--- src/rtl/core/icr_pkg.sv ---
// ----------------------------------------------------------------------------
// icr_pkg - shared constants for the integer cube root block
// Default operand width and the fixed width of the returned root.
// ----------------------------------------------------------------------------
package icr_pkg;

  // default operand width handed to the top level
  localparam int WIDTH_DEF = 32;

  // width of the signed root on the result channel
  localparam int ROOT_BITS = 12;

endpackage : icr_pkg

--- src/rtl/core/integer_cube_root.sv ---
// ----------------------------------------------------------------------------
// integer_cube_root - pipelined floor cube root
// Returns the cube root of a WIDTH-bit operand, unsigned or two's complement
// (truncated toward zero), one digit of the root per pipeline stage.
//
//   channel  | signals                           | dir | payload
//   ---------+-----------------------------------+-----+---------------------
//   in       | in_valid, in_ready, in_operand    | in  | WIDTH-bit operand
//   out      | out_valid, out_ready, out_root    | out | 12-bit signed root
//   cfg      | cfg_valid, cfg_ready,             | in  | signed mode bit
//            | cfg_signed_mode                   |     |
//
// One request enters per cycle while no result is waiting at the output. The
// pipe holds an input stage that takes the magnitude, one stage per root
// digit, and the output register that puts the sign back.
// A result waiting at the output freezes every stage at once; no request is
// lost or repeated. Reset clears the valid bits and the signed mode.
// ----------------------------------------------------------------------------
module integer_cube_root #(
  parameter int WIDTH = icr_pkg::WIDTH_DEF
) (
  input  logic                               clk,
  input  logic                               rst_n,
  input  logic                               in_valid,
  output logic                               in_ready,
  input  logic [WIDTH-1:0]                   in_operand,
  output logic                               out_valid,
  input  logic                               out_ready,
  output logic signed [icr_pkg::ROOT_BITS-1:0] out_root,
  input  logic                               cfg_valid,
  output logic                               cfg_ready,
  input  logic                               cfg_signed_mode
);

  localparam int RW    = (WIDTH - 1) / 3 + 1;
  localparam int SW    = 2 * RW;
  localparam int NSTEP = RW;
  localparam int EW    = (RW > icr_pkg::ROOT_BITS) ? RW : icr_pkg::ROOT_BITS;

  logic             signed_mode_r;
  logic             en;
  logic             neg_in;
  logic             min_in;
  logic [WIDTH-1:0] mag_in;
  logic             vld0_r;
  logic             neg0_r;
  logic [WIDTH-1:0] x0_r;

  logic             vld [0:NSTEP];
  logic             neg [0:NSTEP];
  logic [WIDTH-1:0] xr  [0:NSTEP];
  logic [RW-1:0]    yr  [0:NSTEP];
  logic [SW-1:0]    sq  [0:NSTEP-1];

  logic [EW-1:0]    y_ext;
  logic [EW-1:0]    root_nxt;
  logic             out_valid_r;
  logic [icr_pkg::ROOT_BITS-1:0] out_root_r;

  // configuration register, user must write it only while idle; unenforced
  assign cfg_ready = 1'b1;

  always_ff @(posedge clk) begin
    if (!rst_n) begin
      signed_mode_r <= 1'b0;
    end else if (cfg_valid) begin
      signed_mode_r <= cfg_signed_mode;
    end
  end

  // advance the whole pipe unless a result is waiting
  assign en       = !out_valid_r || out_ready;
  assign in_ready = en;

  // take the magnitude; the most negative value yields zero
  assign neg_in = signed_mode_r && in_operand[WIDTH-1];
  assign min_in = neg_in && (in_operand[WIDTH-2:0] == '0);

  always_comb begin
    if (min_in) begin
      mag_in = '0;
    end else if (neg_in) begin
      mag_in = WIDTH'(~in_operand + WIDTH'(1));
    end else begin
      mag_in = in_operand;
    end
  end

  // input stage
  always_ff @(posedge clk) begin
    if (!rst_n) begin
      vld0_r <= 1'b0;
    end else if (en) begin
      vld0_r <= in_valid;
    end
  end

  always_ff @(posedge clk) begin
    if (en) begin
      neg0_r <= neg_in;
      x0_r   <= mag_in;
    end
  end

  assign vld[0] = vld0_r;
  assign neg[0] = neg0_r;
  assign xr[0]  = x0_r;
  assign yr[0]  = '0;
  assign sq[0]  = '0;

  // one stage per root digit, most significant first
  for (genvar k = 0; k < NSTEP; k++) begin : g_step
    if (k < NSTEP - 1) begin : g_mid
      icr_step #(
        .WIDTH (WIDTH),
        .SHIFT ((NSTEP - 1 - k) * 3)
      ) u_step (
        .clk   (clk),
        .rst_n (rst_n),
        .en    (en),
        .vld_i (vld[k]),
        .neg_i (neg[k]),
        .x_i   (xr[k]),
        .y_i   (yr[k]),
        .sq_i  (sq[k]),
        .vld_o (vld[k+1]),
        .neg_o (neg[k+1]),
        .x_o   (xr[k+1]),
        .y_o   (yr[k+1]),
        .sq_o  (sq[k+1])
      );
    end else begin : g_last
      icr_step #(
        .WIDTH (WIDTH),
        .SHIFT (0)
      ) u_step (
        .clk   (clk),
        .rst_n (rst_n),
        .en    (en),
        .vld_i (vld[k]),
        .neg_i (neg[k]),
        .x_i   (xr[k]),
        .y_i   (yr[k]),
        .sq_i  (sq[k]),
        .vld_o (vld[k+1]),
        .neg_o (neg[k+1]),
        .x_o   (xr[k+1]),
        .y_o   (yr[k+1]),
        .sq_o  ()
      );
    end
  end

  // restore the sign and truncate to the root field
  assign y_ext    = EW'(yr[NSTEP]);
  assign root_nxt = neg[NSTEP] ? EW'(~y_ext + EW'(1)) : y_ext;

  // output register; the final remainder is not needed
  always_ff @(posedge clk) begin
    if (!rst_n) begin
      out_valid_r <= 1'b0;
    end else if (en) begin
      out_valid_r <= vld[NSTEP];
    end
  end

  always_ff @(posedge clk) begin
    if (en) begin
      out_root_r <= root_nxt[icr_pkg::ROOT_BITS-1:0];
    end
  end

  assign out_valid = out_valid_r;
  assign out_root  = out_root_r;

endmodule : integer_cube_root

--- src/rtl/core/icr_step.sv ---
// ----------------------------------------------------------------------------
// icr_step - one registered digit step of the cube root
// Doubles the partial root, tries 3y(y+1)+1 against the remainder shifted
// down by SHIFT and keeps the square of the root alongside it, so that the
// trial term needs only shifts and adds.
// ----------------------------------------------------------------------------
module icr_step #(
  parameter int WIDTH = icr_pkg::WIDTH_DEF,
  parameter int SHIFT = 0
) (
  input  logic                            clk,
  input  logic                            rst_n,
  input  logic                            en,
  input  logic                            vld_i,
  input  logic                            neg_i,
  input  logic [WIDTH-1:0]                x_i,
  input  logic [(WIDTH-1)/3:0]            y_i,
  input  logic [2*((WIDTH-1)/3+1)-1:0]    sq_i,
  output logic                            vld_o,
  output logic                            neg_o,
  output logic [WIDTH-1:0]                x_o,
  output logic [(WIDTH-1)/3:0]            y_o,
  output logic [2*((WIDTH-1)/3+1)-1:0]    sq_o
);

  localparam int RW = (WIDTH - 1) / 3 + 1;
  localparam int SW = 2 * RW;
  localparam int CW = WIDTH + 4;

  logic [CW-1:0]    sq_ext;
  logic [CW-1:0]    y_ext;
  logic [CW-1:0]    trial;
  logic [CW-1:0]    x_shr;
  logic             fit;
  logic [RW-1:0]    y2;
  logic             vld_r;
  logic             neg_r;
  logic [WIDTH-1:0] x_r,  x_nxt;
  logic [RW-1:0]    y_r,  y_nxt;
  logic [SW-1:0]    sq_r, sq_nxt;

  // form trial term 12*y^2 + 6*y + 1 for the doubled root
  assign sq_ext = CW'(sq_i);
  assign y_ext  = CW'(y_i);
  assign trial  = (sq_ext << 3) + (sq_ext << 2) + (y_ext << 2) + (y_ext << 1)
                  + CW'(1);

  // compare against the remainder at this digit position
  assign x_shr = CW'(x_i) >> SHIFT;
  assign fit   = (x_shr >= trial);
  assign y2    = RW'({y_i, 1'b0});

  // subtract on fit and advance root and its square
  always_comb begin
    if (fit) begin
      x_nxt  = x_i - WIDTH'(trial << SHIFT);
      y_nxt  = y2 | RW'(1);
      sq_nxt = SW'((sq_ext << 2) + (y_ext << 2) + CW'(1));
    end else begin
      x_nxt  = x_i;
      y_nxt  = y2;
      sq_nxt = SW'(sq_ext << 2);
    end
  end

  // valid bit of this stage
  always_ff @(posedge clk) begin
    if (!rst_n) begin
      vld_r <= 1'b0;
    end else if (en) begin
      vld_r <= vld_i;
    end
  end

  // hold payload while stalled
  always_ff @(posedge clk) begin
    if (en) begin
      neg_r <= neg_i;
      x_r   <= x_nxt;
      y_r   <= y_nxt;
      sq_r  <= sq_nxt;
    end
  end

  assign vld_o = vld_r;
  assign neg_o = neg_r;
  assign x_o   = x_r;
  assign y_o   = y_r;
  assign sq_o  = sq_r;

endmodule : icr_step
--- config.mk ---
export PLATFORM = sky130hd
export DESIGN_NAME = integer_cube_root
export DESIGN_NICKNAME = d
export VERILOG_FILES = /design/src/rtl/core/icr_pkg.sv /design/src/rtl/core/integer_cube_root.sv /design/src/rtl/core/icr_step.sv
export SDC_FILE = /design/constraint.sdc
export NUM_CORES = 1
export LEC_CHECK = 0
export ABC_AREA = 1
export BUFFER_PORTS_ARGS = -buffer_cell sky130_fd_sc_hd__buf_2
export CAP_MARGIN = 20
export CORE_ASPECT_RATIO = 1.1
export CORE_MARGIN = 3
export CORE_UTILIZATION = 45
export CTS_CLUSTER_SIZE = 12
export DETAILED_ROUTE_END_ITERATION = 6
export HOLD_SLACK_MARGIN = 0.06
export SLEW_MARGIN = 20
export SYNTH_ARGS = -nofsm -noshare
export SYNTH_HDL_FRONTEND = slang
export SYNTH_SLANG_ARGS = --single-unit
--- constraint.sdc ---
create_clock -name clk -period 40.9 [get_ports clk]
set_clock_uncertainty 0.1 [all_clocks]
set_input_delay 8.18 -clock clk [delete_from_list [all_inputs] [get_ports clk]]
set_output_delay 8.18 -clock clk [all_outputs]
set_load 0.01 [all_outputs]
==> summary.md <==
| Metric | Value |
|---|---|
| Number of buffers created by CTS | 68 |
| Remaining max-slew budget at the tightest pin | 28.8% |
| Layout-stage area growth over the synthesis result | 8.25% |
| Top cells by count, synth | 1416 x sky130_fd_sc_hd__nand2_1, 568 x sky130_fd_sc_hd__edfxtp_1, 565 x sky130_fd_sc_hd__inv_1 |
| CTS H-Tree Depth | 3 |
| Clock Sink Count | 582 |
| FILL cells | 9488 |
| Share of post-route cells with drive strength above 1 | under 10% |
| Drt pass-1 iters | 6 |
| Post-Synthesis Cells | about 5200 |
| Distinct cell type count after synthesis | 56 |
| Worst hold slack across all endpoints | 0.308 ns |
| Critical Setup Path Class | input pin to primary output |
| Share of synthesized registers carrying an async set or reset | 0% |
| Proportion of synthesized chip area in sequential cells | 38.6% |
| Post-route setup slack | 22.90 ns |
| Total of hold buffers inserted after clock tree synthesis | 0 |
| Die Y | 337 µm |
| Setup WS pre-CTS | 22.86 ns |
| Post-route antenna net violation count | 0 |
| Clock Pin Slew Worst Setup and Hold Paths | 0.06 ns |
| Fin nets | 5928 |
| Highest net fanout along the worst path | 98 |
| Number of global-route vias before repair | 33307 |
| Slew @ Worst Pin | around 1.1 ns |
| Residual overflow from global routing | 0 |
| Arrival time at the worst endpoint | ~10 ns |
| Number of pins exceeding their max-slew limit in the final report | 0 |
| Kind of end point of the critical path | primary output |
| Cell at the root of the clock tree | sky130_fd_sc_hd__clkbuf_16 |
| X dimension of the die | between 300 and 400 µm |
| Number of warnings printed during yosys synthesis | 0 |
| CTS tree | done |
| Routed wire length per instance | 17.6 µm |
| Maximum frequency from static timing analysis | 55.6 MHz |
| Area used by multi-input combinational logic | approximately 25000 µm² |
| Register bit count reported by yosys | 582 |
| Setup crit start kind | input pin |
| Unrepaired setup endpoints after global routing | no |
| Half-perimeter wire length after detailed placement | 92.9 mm |
| Combined flip-flop and latch cell area | 17300 µm² |
| Number of DRC markers in iteration 0 | 2350 |
| Post-layout minimum cycle time | 18.00 ns |
| Number of enable-type register cells in the synthesized netlist | 568 |
| Top area cells in the synthesized netlist | sky130_fd_sc_hd__edfxtp_1 38%, sky130_fd_sc_hd__ha_1 15%, sky130_fd_sc_hd__nand2_1 12% |
| Maximum buffer depth of the clock tree | 3 |
| Antenna Diode Count | 0 |
| Kind of path behind the tightest hold check | register to register |
| Clock network latency to the later pin of the worst-skew pair | 0.63 ns |
| Leading area contributor after synthesis | sky130_fd_sc_hd__edfxtp_1 |
| Site row count | 120 |
| Post-CTS setup repair buffer count | 0 |
| Overall fraction of global-route tracks in use | ~22% |
| Most used flip-flop cell after synthesis | sky130_fd_sc_hd__edfxtp_1 |
| Starting density of the core | ~46% |
| Final cycle utilization of the critical path | between 40 and 50% |
| Hold violation total from the final report | 0 |
| Total number of vias | 34917 |
| Required time worst endpoint | 32.62 ns |
| Result of the run | complete, no violations |
| Wire length of the first global-routing pass | between 150 and 200 mm |
| Num ports | 53 |
| Area of the core | approximately 100000 µm² |
| Sum of negative setup slack | 0 ns |
| Combined area of all synthesized cells | 45000 µm² |
| Top cell type's share of synthesized area | 37.9% |
| Final count of negative-setup-slack endpoints | 0 |
| Antenna violations before repair | 0 |
| Final weighted congestion in routability-driven placement | 0.948 |
| IO Port Bufs | 51 |
| Detailed-route vias per instance | 5.29 |
| Final standard cell utilization of the core | 49.6% |
| Post-synthesis average cell area | 8.63 µm² |
| Count of maximum capacitance violations | 0 |
| Dominant cell by count in the synthesized netlist | sky130_fd_sc_hd__nand2_1 |
| Number of cells upsized or downsized after cts | 0 |
| Die outline area | 104000 µm² |
| Synthesized Nets | 5863 |
| Final routed wirelength across all metal layers | 116 mm |
| Drc violations | 0 |
| Maximum number of pins on one net before global-route repair | between 150 and 200 |
metrics by stage:
| step | std cells | area (µm²) |
|---|---|---|
| 2_1_floorplan | 5207 | 45000 |
| 3_3_place_gp | 6483 | 46400 |
| 3_5_place_dp | 6483 | 46400 |
| 4_1_cts | 6603 | 48700 |
| 5_1_grt | 6603 | 48700 |
| 6_report | 6603 | 48700 |
layout by cell type, fill, tap and decap left out, types with 11 or more instances in the layout:
| master | n |
|---|---|
| sky130_fd_sc_hd__nand2_1 | 1415 |
| sky130_fd_sc_hd__edfxtp_1 | 568 |
| sky130_fd_sc_hd__inv_1 | 564 |
| sky130_fd_sc_hd__ha_1 | 525 |
| sky130_fd_sc_hd__nor2_1 | 381 |
| sky130_fd_sc_hd__a21oi_1 | 341 |
| sky130_fd_sc_hd__nand3_1 | 308 |
| sky130_fd_sc_hd__o21ai_0 | 222 |
| sky130_fd_sc_hd__xor2_1 | 189 |
| sky130_fd_sc_hd__xnor2_1 | 125 |
| sky130_fd_sc_hd__fa_1 | 93 |
| sky130_fd_sc_hd__nand4_1 | 90 |
| sky130_fd_sc_hd__clkbuf_16 | 69 |
| sky130_fd_sc_hd__buf_2 | 51 |
| sky130_fd_sc_hd__nor3_1 | 50 |
| sky130_fd_sc_hd__nand3b_1 | 30 |
| sky130_fd_sc_hd__a21o_1 | 29 |
| sky130_fd_sc_hd__o21bai_1 | 19 |
| sky130_fd_sc_hd__clkbuf_1 | 18 |
| sky130_fd_sc_hd__o21ai_1 | 17 |
| sky130_fd_sc_hd__dfxtp_1 | 14 |
| sky130_fd_sc_hd__a31oi_1 | 13 |
| sky130_fd_sc_hd__nor4_1 | 13 |
| sky130_fd_sc_hd__o21a_1 | 12 |
| sky130_fd_sc_hd__o21ai_2 | 12 |
| sky130_fd_sc_hd__nand3_2 | 11 |
| sky130_fd_sc_hd__buf_4 | 11 |
worst paths after layout:
kind                            depth (start not counted)                           start  slack [ns]                             end
worst max register to register                         20  g_step[8].g_mid.u_step.sq_o[5]       34.48  g_step[9].g_mid.u_step.x_o[27]
worst min-delay path                                    0   g_step[3].g_mid.u_step.x_o[5]        0.31   g_step[4].g_mid.u_step.x_o[5]
worst min register to register                          0   g_step[3].g_mid.u_step.x_o[5]        0.31   g_step[4].g_mid.u_step.x_o[5]
worst max-delay path                                    4                       out_ready       22.90                        in_ready
registers in the layout, summed over array words and instances (netlist names), 10 cells and up:
| register | cells |
|---|---|
| out_root | 12 |
| g_step.g_mid.u_step.neg_o | 10 |
| g_step.g_mid.u_step.y_o | 54 |
| g_step.g_mid.u_step.sq_o | 127 |
| x0_r | 32 |
| g_step.g_mid.u_step.x_o | 320 |
| g_step.g_last.u_step.y_o | 11 |
| g_step.g_mid.u_step.vld_o | 10 |
worst max-delay path, cell delays in order:
cell	delay [ns]
sky130_fd_sc_hd__buf_2	0.10
sky130_fd_sc_hd__nor2_1	0.71
sky130_fd_sc_hd__inv_8	0.43
sky130_fd_sc_hd__buf_2	0.28
logic make-up (layout without fill, tap and decap cells):
logic type	count (synthesis)	after routing	share of synthesized area, %
compound gates	700	700	8.50
flops	582	582	38.6
fa+ha+maj	618	618	18.8
other cells	1	1	0.00834
xor+xnor	314	314	6.12
buf+inv	642	757	5.99
mux	2	2	0.0501
simple gates	2348	2348	22.0
metal layers:
layer	vias up	share of wire, %	GRT usage (%)
li1	17750	-	-
met1	16259	45	29.6
met2	719	48	38.0
met3	189	4.1	2.44
met4	0	3.0	6.90
met5	-	0	0
area by class of cell:
type | instances | area share (%)
tap | 1281 | 3.29
multi-input combinational | 3983 | 51.2
inverter | 574 | 4.45
sequential | 582 | 35.6
timing repair buffer | 63 | 0.735
clock buffer | 88 | 3.72
clock inverter | 32 | 0.962
Power is not shown: default switching activity piles up to over one toggle a cycle in this logic, so the estimate is an artifact.
